$ cat config.mk
export PLATFORM = sky130hd
export DESIGN_NAME = cas_div
export DESIGN_NICKNAME = d
export VERILOG_FILES = /design/src/rtl/core/assert_macros.svh /design/src/rtl/core/cas_pkg.sv /design/src/rtl/core/cas_div.sv
export SDC_FILE = /design/constraint.sdc
export NUM_CORES = 1
export LEC_CHECK = 0
export BUFFER_PORTS_ARGS = -buffer_cell sky130_fd_sc_hd__clkbuf_2
export CAP_MARGIN = 20
export CORE_ASPECT_RATIO = 1.5
export CORE_UTILIZATION = 35
export DETAILED_ROUTE_END_ITERATION = 6
export SETUP_SLACK_MARGIN = 0.05
export SYNTH_ARGS = -nofsm -noshare
export SYNTH_HDL_FRONTEND = slang
export SYNTH_SLANG_ARGS = --single-unit
$ cat constraint.sdc
create_clock -name clk_i -period 4.7 [get_ports clk_i]
set_clock_uncertainty 0.2 [all_clocks]
set_input_delay 0.705 -clock clk_i [delete_from_list [all_inputs] [get_ports clk_i]]
set_output_delay 0.705 -clock clk_i [all_outputs]
set_load 0.1 [all_outputs]
$ cat src/rtl/core/assert_macros.svh
// assertion macros of the arithmetic stage, included by its top level
`ifndef ASSERT_MACROS_SVH
`define ASSERT_MACROS_SVH

// plain property checked on every rising clock edge out of reset
`define CAS_ASSERT(lbl, prop) \
  lbl: assert property (@(posedge clk_i) disable iff (!rst_ni) prop) \
    else $error("assertion failed");

// antecedent in one cycle implies consequent in the next
`define CAS_ASSERT_NEXT(lbl, ante, cons) \
  lbl: assert property (@(posedge clk_i) disable iff (!rst_ni) (ante) |=> (cons)) \
    else $error("assertion failed");

`endif

$ cat src/rtl/core/cas_pkg.sv
// shared types, constants and tables of the arithmetic stage
package cas_pkg;

  localparam int FRAC_BITS     = 16;
  localparam int MAX_SQUARINGS = 31;
  localparam int DATA_W        = 32;
  localparam int CFG_IDX_W     = 3;
  localparam int LOG_FRAC      = 24;
  localparam int MUL_W         = 34;
  localparam int PROD_W        = 2 * MUL_W;
  localparam int DVD_W         = 65;
  localparam int DVS_W         = 33;
  localparam int DCNT_W        = 7;

  typedef enum logic [2:0] {
    OP_ADD   = 3'd0,
    OP_MUL   = 3'd1,
    OP_DIV   = 3'd2,
    OP_POW   = 3'd3,
    OP_SQR   = 3'd4,
    OP_REMAP = 3'd5,
    OP_REPL  = 3'd6
  } op_e;

  typedef enum logic [CFG_IDX_W-1:0] {
    CFG_OP_MODE = 3'd0,
    CFG_OPERAND = 3'd1,
    CFG_SRC_LO  = 3'd2,
    CFG_SRC_HI  = 3'd3,
    CFG_TGT_LO  = 3'd4,
    CFG_TGT_HI  = 3'd5
  } cfg_idx_e;

  typedef enum logic [3:0] {
    ST_IDLE,
    ST_START,
    ST_NORM,
    ST_LOG,
    ST_LMUL,
    ST_EXP,
    ST_PFIN,
    ST_SQR,
    ST_DIV,
    ST_DONE
  } state_e;

  // divider request and response
  typedef struct packed {
    logic              start;
    logic [DCNT_W-1:0] nbits;
    logic [DVD_W-1:0]  dividend;
    logic [DVS_W-1:0]  divisor;
  } div_req_t;

  typedef struct packed {
    logic             busy;
    logic             done;
    logic [DVD_W-1:0] quot;
  } div_rsp_t;

  typedef struct packed {
    logic signed [DATA_W-1:0] val;
    logic                     ovf;
  } sat_t;

  localparam logic signed [PROD_W-1:0] S32MAX_W = PROD_W'(64'sd2147483647);
  localparam logic signed [PROD_W-1:0] S32MIN_W = -PROD_W'(64'sd2147483648);

  // clamp a wide signed value to the 32-bit range
  function automatic sat_t sat32(input logic signed [PROD_W-1:0] v);
    sat_t r;
    r.ovf = 1'b0;
    r.val = v[DATA_W-1:0];
    if (v > S32MAX_W) begin
      r.ovf = 1'b1;
      r.val = S32MAX_W[DATA_W-1:0];
    end else if (v < S32MIN_W) begin
      r.ovf = 1'b1;
      r.val = S32MIN_W[DATA_W-1:0];
    end
    return r;
  endfunction

  // integer square root, evaluated at elaboration only
  function automatic logic [63:0] isqrt64(input logic [63:0] v_in);
    logic [63:0] v;
    logic [63:0] res;
    logic [63:0] bw;
    v   = v_in;
    res = '0;
    bw  = 64'h1 << 62;
    for (int j = 0; j < 32; j++) begin
      if (bw > v) bw = bw >> 2;
    end
    for (int j = 0; j < 32; j++) begin
      if (bw != 64'h0) begin
        if (v >= res + bw) begin
          v   = v - (res + bw);
          res = (res >> 1) + bw;
        end else begin
          res = res >> 1;
        end
        bw = bw >> 2;
      end
    end
    return res;
  endfunction

  typedef logic [DATA_W-1:0] exp_tab_t [LOG_FRAC+1];

  // 2^(2^-i) in Q2.30 by repeated square roots from 2.0
  function automatic exp_tab_t build_exp_tab();
    exp_tab_t    t;
    logic [63:0] w;
    w    = 64'h1 << 31;
    t[0] = w[DATA_W-1:0];
    for (int i = 1; i <= LOG_FRAC; i++) begin
      w    = isqrt64(w << 30);
      t[i] = w[DATA_W-1:0];
    end
    return t;
  endfunction

  localparam exp_tab_t EXP_TAB = build_exp_tab();

endpackage

$ cat src/rtl/core/cas_div.sv
// restoring unsigned divider, one quotient bit per cycle
module cas_div (
  input  logic              clk_i,
  input  logic              rst_ni,
  input  cas_pkg::div_req_t req_i,
  output cas_pkg::div_rsp_t rsp_o
);

  logic                         busy_q, busy_d;
  logic                         done_q, done_d;
  logic [cas_pkg::DCNT_W-1:0]   cnt_q, cnt_d;
  logic [cas_pkg::DVD_W-1:0]    dvd_q, dvd_d;
  logic [cas_pkg::DVD_W-1:0]    quo_q, quo_d;
  logic [cas_pkg::DVS_W-1:0]    dvs_q, dvs_d;
  logic [cas_pkg::DVS_W:0]      rem_q, rem_d;
  logic [cas_pkg::DVS_W:0]      rem_sh;
  logic [cas_pkg::DVS_W:0]      rem_sub;
  logic                         fits;

  // shift in the next dividend bit and try the subtract
  always_comb begin
    rem_sh  = {rem_q[cas_pkg::DVS_W-1:0], dvd_q[cas_pkg::DVD_W-1]};
    rem_sub = rem_sh - {1'b0, dvs_q};
    fits    = (rem_sh >= {1'b0, dvs_q});
    busy_d  = busy_q;
    done_d  = 1'b0;
    cnt_d   = cnt_q;
    dvd_d   = dvd_q;
    quo_d   = quo_q;
    dvs_d   = dvs_q;
    rem_d   = rem_q;
    if (req_i.start) begin
      busy_d = 1'b1;
      cnt_d  = req_i.nbits;
      dvd_d  = req_i.dividend;
      dvs_d  = req_i.divisor;
      quo_d  = '0;
      rem_d  = '0;
    end else if (busy_q) begin
      dvd_d = {dvd_q[cas_pkg::DVD_W-2:0], 1'b0};
      rem_d = fits ? rem_sub : rem_sh;
      quo_d = {quo_q[cas_pkg::DVD_W-2:0], fits};
      cnt_d = cnt_q - 1'b1;
      if (cnt_q == cas_pkg::DCNT_W'(1)) begin
        busy_d = 1'b0;
        done_d = 1'b1;
      end
    end
  end

  // control state
  always_ff @(posedge clk_i or negedge rst_ni) begin
    if (!rst_ni) begin
      busy_q <= 1'b0;
      done_q <= 1'b0;
      cnt_q  <= '0;
    end else begin
      busy_q <= busy_d;
      done_q <= done_d;
      cnt_q  <= cnt_d;
    end
  end

  // datapath registers
  always_ff @(posedge clk_i) begin
    dvd_q <= dvd_d;
    quo_q <= quo_d;
    dvs_q <= dvs_d;
    rem_q <= rem_d;
  end

  assign rsp_o.busy = busy_q;
  assign rsp_o.done = done_q;
  assign rsp_o.quot = quo_q;

endmodule

=== Yosys cells after proc, flatten, opt, wreduce, memory -nomap -nowiden ===
Index checks and enable logic that the tools add are counted.

* Register bits after elaboration: 205
* RAM bits: 0
* Memories kept: 0
* Latch bits: 0
* Memory bits (read-only): 0

* Multiply operators: 0
* Divide/modulo/power cells: 0
* Add/sub/neg operators: 2
* Mux-type cells: 11
* Bitwise gates (word level): 0
* Equality and inequality tests: 1
* Reductions and logical operators: 1
* Order comparisons: 1
* Shift-type cells: 0

{| class="wikitable"
|+ Operators by type and width
! kind !! number
|-
| 65-bit 2-to-1 mux || 2
|-
| 34-bit by 33-bit greater-or-equal comparator with 1-bit output || 1
|-
| 33-bit 2-to-1 mux || 1
|-
| 33-bit subtractor || 1
|-
| 7-bit 2-to-1 mux || 2
|-
| 7-bit by 1-bit == test with 1-bit output (second input constant) || 1
|-
| 7-bit by 1-bit subtractor with 7-bit output (second input constant) || 1
|-
| 1-bit 2-to-1 mux || 6
|-
| 2-bit nonzero test || 1
|}

=== Longest topological paths before layout ===
Gate-level depths: netlist (run 1).

* Word-level depth: 4
* Mapped depth: 13
* Gate-level depth less buffers: 12

=== Worst setup path before layout (run 1) ===
OpenSTA, ideal clock, no wires.

* Path type: input -> register
* From: input req_i[105] (netlist bit)
* To: register dvd_q[0] (netlist bit) (enable)
* Buffers on the path: 2
* Stages: 4
* Data required time: 4,080 ps
* Setup slack: 1,546 ps
* Data arrival time: 2,535 ps
* Cells stage by stage: clkbuf_1 -> nor2_1 -> clkbuf_1 -> inv_1

* Cells in the longest elaborated chain, start to end: 1

{| class="wikitable"
|+ Ends and longest elaborated chain
! what !! line !! source
|-
| start: declaration || cas_div.sv:5 || <nowiki>input cas_pkg::div_req_t req_i,</nowiki>
|-
| 2-bit nonzero test (no line) || - ||
|-
| end signal: assignment || cas_div.sv:66 || <nowiki>dvd_q <= dvd_d;</nowiki>
|-
| end: declaration || cas_div.sv:12 || <nowiki>logic [cas_pkg::DVD_W-1:0] dvd_q, dvd_d;</nowiki>
|}

No other way between the ends.
A chain may end at the register's enable or synchronous reset.

=== Final worst setup path (run 1) ===
* From: register dvd_q[64] (netlist bit)
* To: register rem_q[14] (netlist bit)

* Cells in the longest elaborated chain, start to end: 2

{| class="wikitable"
|+ Ends and longest elaborated chain
! what !! line !! source
|-
| 33-bit subtractor or 34-bit by 33-bit greater-or-equal comparator with 1-bit output (tied branches) || cas_div.sv:23, cas_div.sv:24 ||
|-
| 33-bit 2-to-1 mux (*) || cas_div.sv:41 || <nowiki>rem_d = fits ? rem_sub : rem_sh;</nowiki>
|-
| end signal: assignment || cas_div.sv:69 || <nowiki>rem_q <= rem_d;</nowiki>
|-
| end: declaration || cas_div.sv:15 || <nowiki>logic [cas_pkg::DVS_W:0] rem_q, rem_d;</nowiki>
|}

Every way passes the cells marked *; elsewhere a longest branch is shown, timed or not.

==> impl_metrics.env, run 1 <==
export IMPL_outcome="finished clean"
export IMPL_root_buffer="clkbuf_16"
export IMPL_endpoint_kind="register"
export IMPL_rsz0062_at_grt="false"
export IMPL_hold_violations=0
export IMPL_setup_viol=0
export IMPL_dr_pass1_iters=4
export IMPL_dp_hpwl_mm=15.9
export IMPL_yosysUniqueCellTypes=70
export IMPL_slowest_stage="fa_1"
export IMPL_grt_overflow_total=0
export IMPL_p_comb_frac=0.302
export IMPL_dieArea_mm2=0.0290
export IMPL_hp_start="req_i[4]"
export IMPL_finalSetupTns_ps=0
export IMPL_portBuffers=174
export IMPL_peakVddDrop_v=0.000286
export IMPL_grt_use_met3=0.0373
export IMPL_worst_pin_slew_ps=875
export IMPL_cts_buffers=24
export IMPL_seq_area_mm2=0.00513
export IMPL_drv_slew=0
export IMPL_cts_htree_levels=1
export IMPL_clk_pin_slew_worst_paths_ps=60
export IMPL_cts_sinks=205
export IMPL_antenna_found_initial=3
export IMPL_worstReg2RegStart="dvd_q[64]"
export IMPL_p_int_mw=4.09
export IMPL_syn_to_final_growth_pct=20.3
export IMPL_cap_violations=0
export IMPL_fin_area_mm2=0.0119
export IMPL_max_freq_mhz=304
export IMPL_netlist_area_leader_share=0.297
export IMPL_multi_input_area_mm2=0.00441
export IMPL_critical_path_startpoint_type="register"
export IMPL_nets=1202
export IMPL_syn_area_per_cell_um2=11.1
export IMPL_synthFlopType="edfxtp_1"
export IMPL_worstSkewPairLatency_ps=540
export IMPL_grt_pass1_vias=7400
export IMPL_drt_total_wl_mm=23.0
export IMPL_synth_seq_cells=205
export IMPL_drt_iter0_markers=369
export IMPL_grt_usage=0.161
export IMPL_max_stage_delay_ps=400
export IMPL_sw_frac_of_total=0.323
export IMPL_finalNonFillerCells=1422
export IMPL_synth_async_reset_ratio=0.0439
export IMPL_die_w_um=139
export IMPL_crit_required_ps=4930
export IMPL_grt_use_met2=0.295
export IMPL_cts_buffer_depth=3
export IMPL_vias=7189
export IMPL_yosysMostFrequentCell="nor2_1"
export IMPL_core_area_mm2=0.0280
export IMPL_wl_per_cell_um=16.2
export IMPL_synth_largest_area_cell="edfxtp_1"
export IMPL_grtUsageMet1=0.178
export IMPL_p_leak_nw=5.57
export IMPL_initial_utilization=0.355
export IMPL_relSlewSlack=0.416
export IMPL_holdCritPathClass="in -> reg"
export IMPL_nFillCells=2702
export IMPL_p_clk_frac=0.326
export IMPL_timing_final_crit_period_ps=3290
export IMPL_final_layout_size_suffix_gt1_frac=0.277
export IMPL_grt_max_degree=73
export IMPL_synth_fp_nets=1041
export IMPL_ios=175
export IMPL_syn_instance_count=897
export IMPL_postPlaceCellArea_mm2=0.0111
export IMPL_period_share=0.700
export IMPL_syn_area_mm2=0.00992
export IMPL_grt_busiest_layer="met2"
export IMPL_gp_congestion=0.849
export IMPL_yosysWarnings=0
export IMPL_cts_setup_buffers=0
export IMPL_drc_errors=0
export IMPL_critical_path_class="reg -> reg"
export IMPL_grt_pass1_wl_mm=37.6
export IMPL_seq_power_share=0.372
export IMPL_cts_tree="done"
export IMPL_p_sw_mw=1.95
export IMPL_die_h_um=208
export IMPL_worst_path_max_fanout=23
export IMPL_dp_cells=1377
export IMPL_vias_per_cell=5.06
export IMPL_cp_startpoint="dvd_q[64]"
export IMPL_setup_ws_ps=1410
export IMPL_dp_slack_ps=1430
export IMPL_synth_cells_most_frequent="nor2_1, dfxtp_1, edfxtp_1"
export IMPL_worstPathCellList="inv_1, ha_1, inv_1, fa_1, a21o_1, a31oi_2, o211a_4, o211a_4, o21ai_2, a31oi_4, buf_4, mux2i_1, a211oi_1"
export IMPL_synth_area_leaders="edfxtp_1, dfxtp_1, mux2i_1"
export IMPL_arrival_ps=3520
export IMPL_row_count=75
export IMPL_synth_seq_area_share=0.517
export IMPL_synth_edf_count=98
export IMPL_ant_nets=0
export IMPL_power_density_mw_per_mm2=505
-- timing repair --
| item | in CTS | in global routing |
|---|---|---|
| hold buffers | 1 | 0 |
| resized for setup | 0 | 0 |
| endpoints found under the hold margin | 9 | 0 |
-- worst max-delay path, delay by kind of cell (launching register included) --
family	cells	cell delay, ps
adder cells (fa/ha/maj)	2	560
multiplexers	1	130
flip-flops	1	390
buffers and inverters	3	490
AO/OA/AOI/OAI	7	1400
-- final cells by class --
| cell class | count | share of cell area |
|---|---|---|
| antenna | 1 | 0.000210 |
| timing repair buffer | 183 | 0.0793 |
| multi-input combinational | 600 | 0.370 |
| sequential | 205 | 0.430 |
| inverter | 44 | 0.0138 |
| tap | 346 | 0.0363 |
| clock inverter | 9 | 0.00953 |
| clock buffer | 34 | 0.0613 |
-- worst paths after layout --
| kind | slack [ps] | endpoint | cells past startpoint |
|---|---|---|---|
| max | 1410 | rem_q[14] | 13 |
| min | 140 | dvs_q[4] | 1 |
| max reg2reg | 1410 | rem_q[14] | 13 |
| min reg2reg | 260 | rem_q[32] | 2 |
| max in group asynchronous | 3700 | busy_q | 2 |
| min in group asynchronous | 390 | cnt_q[3] | 2 |
-- per-layer routing --
layer	up-vias	routed length, um
li1	3560	-
met1	3419	9100
met2	155	11900
met3	51	1300
met4	4	694
met5	-	27
-- layout by cell type (no fill, tap or decap), types with 35 or more instances in the layout --
cell type	synthesis	routed
clkbuf_2	0	173
nor2_1	111	111
edfxtp_1	98	98
dfxtp_1	98	98
mux2i_1	83	83
mux2_2	64	64
nand2_1	47	47
inv_1	43	42
a21oi_1	38	38
ha_1	35	35
-- power groups by stage --
stage                     combinational, mW  clock (mW)  sequential, mW
after global routing                   2.05        2.10            2.27
after floorplan                        1.43           0            2.28
after global placement                 1.80           0            2.28
final                                  1.82        1.97            2.24
after CTS                              1.83        2.04            2.25
after detailed placement               1.82           0            2.28
-- sequential cells by signal, summed over array words and instances, names as in the netlist --
signal  cells
done_q      1
quo_q      65
dvd_q      65
rem_q      33
cnt_q       7
busy_q      1
dvs_q      33
-- stage by stage --
stage | power, mW | hold slack [ps] | util
detailed placement | 4.10 | 250 | 0.396
CTS | 6.12 | 112 | 0.427
global placement | 4.08 | 242 | 0.396
global route | 6.42 | 124 | 0.427
floorplan | 3.71 | 209 | -
finish | 6.03 | 141 | 0.427
-- kinds of logic after synthesis --
logic type | share of synthesized area
simple gates | 0.101
flops | 0.517
compound gates | 0.113
mux | 0.156
buf+inv | 0.0383
fa+ha+maj | 0.0461
xor+xnor | 0.0282
(Power assumes the default switching activity.)
==> inputs of run 2 (changes only) <==
- clock period: 4.7 -> 2.88 ns (I/O delays scaled with it)
==> run 2 against run 1 <==
Net effect:
- final cell count increased by 9.1%
- core utilization is 4.7 points higher
- the run now ends with setup timing left
- first-iteration DRC count fell by 1.9%
- worst setup slack worse by 1500 ps
- critical path type unchanged
- power up 75%
- largest power group is now combinational cells
- via count rose by 8.0%
- worst hold slack got worse by 120 ps
- sequential share of layout area down 4.3 points
==> impl_metrics.env, run 2 (synthesis gave the netlist of run 1 again) <==
export IMPL_worstReg2RegStart="dvd_q[64]"
export IMPL_ant_nets=0
export IMPL_critical_path_class="reg -> reg"
export IMPL_worstHoldPathCells=2
export IMPL_outcome="finished with violations"
export IMPL_cap_violations=0
export IMPL_arrival_ps=3160
export IMPL_crit_required_ps=3070
export IMPL_final_layout_size_suffix_gt1_frac=0.308
export IMPL_postPlaceCellArea_mm2=0.0115
export IMPL_cts_buffers=23
export IMPL_layout_commonest_cell="clkbuf_2"
export IMPL_nFillCells=2570
export IMPL_reg2reg_to="rem_q[31]"
export IMPL_cp_top_family="compound AO/OA/AOI/OAI gates"
export IMPL_setup_viol=26
export IMPL_holdPathEnd="dvd_q[29]"
export IMPL_total_power_mw=10.6
export IMPL_core_area_mm2=0.0280
export IMPL_setup_ws_ps=-85.8
export IMPL_vias=7763
export IMPL_drv_slew=0
export IMPL_final_cell_mix="clkbuf_2, nor2_1, edfxtp_1, dfxtp_1, mux2i_1"
export IMPL_worstSkewPairLatency_ps=520
export IMPL_grt_max_degree=105
export IMPL_power_density_mw_per_mm2=798
export IMPL_reg_top3="dvd_q x65, quo_q x65"
export IMPL_root_buffer="clkbuf_16"
export IMPL_initial_utilization=0.355
export IMPL_p_leak_nw=6.21
export IMPL_timing_final_crit_period_ps=2970
export IMPL_rrSetupSlack_ps=-90
export IMPL_antenna_found_initial=2
export IMPL_nets=1331
export IMPL_row_count=75
export IMPL_die_w_um=139
export IMPL_worstPathCellList="inv_1, ha_2, inv_2, fa_2, a21o_1, a31oi_4, o211a_4, o211a_4, o21ai_2, a31oi_4, buf_12, buf_6, clkbuf_16, nand2b_4, o211ai_1"
export IMPL_clk_pin_slew_worst_paths_ps=60
export IMPL_grt_overflow_total=0
export IMPL_period_share=1.03
export IMPL_cts_buffer_depth=3
export IMPL_critical_path_startpoint_type="register"
export IMPL_gp_congestion=0.870
export IMPL_hp_start="req_i[62]"
export IMPL_cts_htree_levels=1
export IMPL_drt_total_wl_mm=25.3
export IMPL_grt_usage=0.172
export IMPL_max_stage_delay_ps=380
export IMPL_grt_pass1_vias=8097
export IMPL_peakVddDrop_v=0.000515
export IMPL_drt_iter0_markers=362
export IMPL_relSlewSlack=0.449
export IMPL_wl_per_cell_um=16.3
export IMPL_worst_pin_slew_ps=826
export IMPL_syn_to_final_growth_pct=33.6
export IMPL_rsz0062_at_grt="true"
export IMPL_ios=175
export IMPL_violations="setup timing"
export IMPL_grt_pass1_wl_mm=40.2
export IMPL_dp_hpwl_mm=17.3
export IMPL_hold_violations=0
export IMPL_holdCritPathClass="in -> reg"
export IMPL_cts_sinks=205
export IMPL_r2r_cells=15
export IMPL_post_route_util=0.474
export IMPL_drc_errors=0
export IMPL_portBuffers=174
export IMPL_crit_buf_inv=5
export IMPL_worst_path_max_fanout=6
export IMPL_max_freq_mhz=337
export IMPL_cts_tree="done"
export IMPL_endpoint_kind="register"
export IMPL_dr_pass1_iters=4
export IMPL_vias_per_cell=5.00
export IMPL_slowest_stage="edfxtp_1"
export IMPL_die_h_um=208
export IMPL_fin_area_mm2=0.0133
export IMPL_dieArea_mm2=0.0290
==> run 2: changes by cell type in the layout (fill, tap and decap cells not counted), sizes merged <==
cell	change
clkinv	+3
clkbuf	+3
buf	+54
dlygate4sd3	+72
diode	+1
bufinv	-1
inv	-2
==> run 2: layer usage <==
| layer | GRT usage | vias to the layer above | part of all wire | routed length, um |
|---|---|---|---|---|
| met5 | 0 | - | 0 | 0 |
| met4 | 0.0831 | 0 | 0.041 | 1030 |
| met3 | 0.0249 | 66 | 0.038 | 971 |
| met2 | 0.321 | 184 | 0.53 | 13300 |
| met1 | 0.189 | 3690 | 0.40 | 10000 |
| li1 | - | 3823 | - | - |
==> run 2: through the flow <==
| step | hold slack, ps | instances | setup WS (ps) | setup TNS (ps) |
|---|---|---|---|---|
| 2_1_floorplan | -63.6 | 897 | 92.0 | 0 |
| 3_3_place_gp | 134 | 1425 | -3.86 | -9.20 |
| 3_5_place_dp | 134 | 1425 | -32.8 | -197 |
| 4_1_cts | 0.0965 | 1540 | -65.0 | -612 |
| 5_1_grt | 0.925 | 1552 | -263 | -5940 |
| 6_report | 21.6 | 1552 | -85.8 | -1220 |
==> run 2: final cells by class <==
type / count / area (um2) / area share
repair buffers: 313 / 2260 / 0.170
inverters: 44 / 169 / 0.0127
clock buffers: 33 / 666 / 0.0502
flip-flops and latches: 205 / 5130 / 0.387
multi-input cells: 600 / 4520 / 0.341
clock inverters: 9 / 76.3 / 0.00576
diodes: 2 / 5.00 / 0.000378
well taps: 346 / 433 / 0.0327
==> run 2: worst max path at each step <==
stage | startpoint | end | slack [ps] | cells past startpoint
floorplan | dvd_q[64] | rem_q[1] | 90 | 13
global placement | dvd_q[64] | rem_q[11] | -4 | 13
detailed placement | dvs_q[9] | rem_q[21] | -30 | 11
CTS | dvd_q[64] | rem_q[15] | -60 | 13
global route | dvd_q[64] | rem_q[18] | -260 | 14
finish | dvd_q[64] | rem_q[31] | -90 | 15
==> run 2: power by group <==
group	switching, mW	total, mW	leakage (nW)	internal, mW
Sequential	0.234	3.67	1.91	3.43
Combinational	2.02	4.00	3.93	1.98
Clock	1.19	2.90	0.367	1.70
Total	3.45	10.6	6.21	7.12
==> run 2: timing repair <==
| item | CTS | global route |
|---|---|---|
| resized for setup | 4 | 16 |
| pin swaps | 2 | 17 |
| setup endpoints to repair | 26 | 34 |
| gates cloned | 0 | 5 |
| setup buffers | 0 | 5 |
| hold endpoints to repair | 81 | 0 |
| hold buffers | 73 | 0 |
==> run 2: worst reg2reg max path, cell delays in order, from the launching register on <==
cell,delay (ps)
edfxtp_1,380
inv_1,70
ha_2,180
inv_2,40
fa_2,330
a21o_1,200
a31oi_4,150
o211a_4,210
o211a_4,170
o21ai_2,70
a31oi_4,210
buf_12,160
buf_6,110
clkbuf_16,140
nand2b_4,120
o211ai_1,90
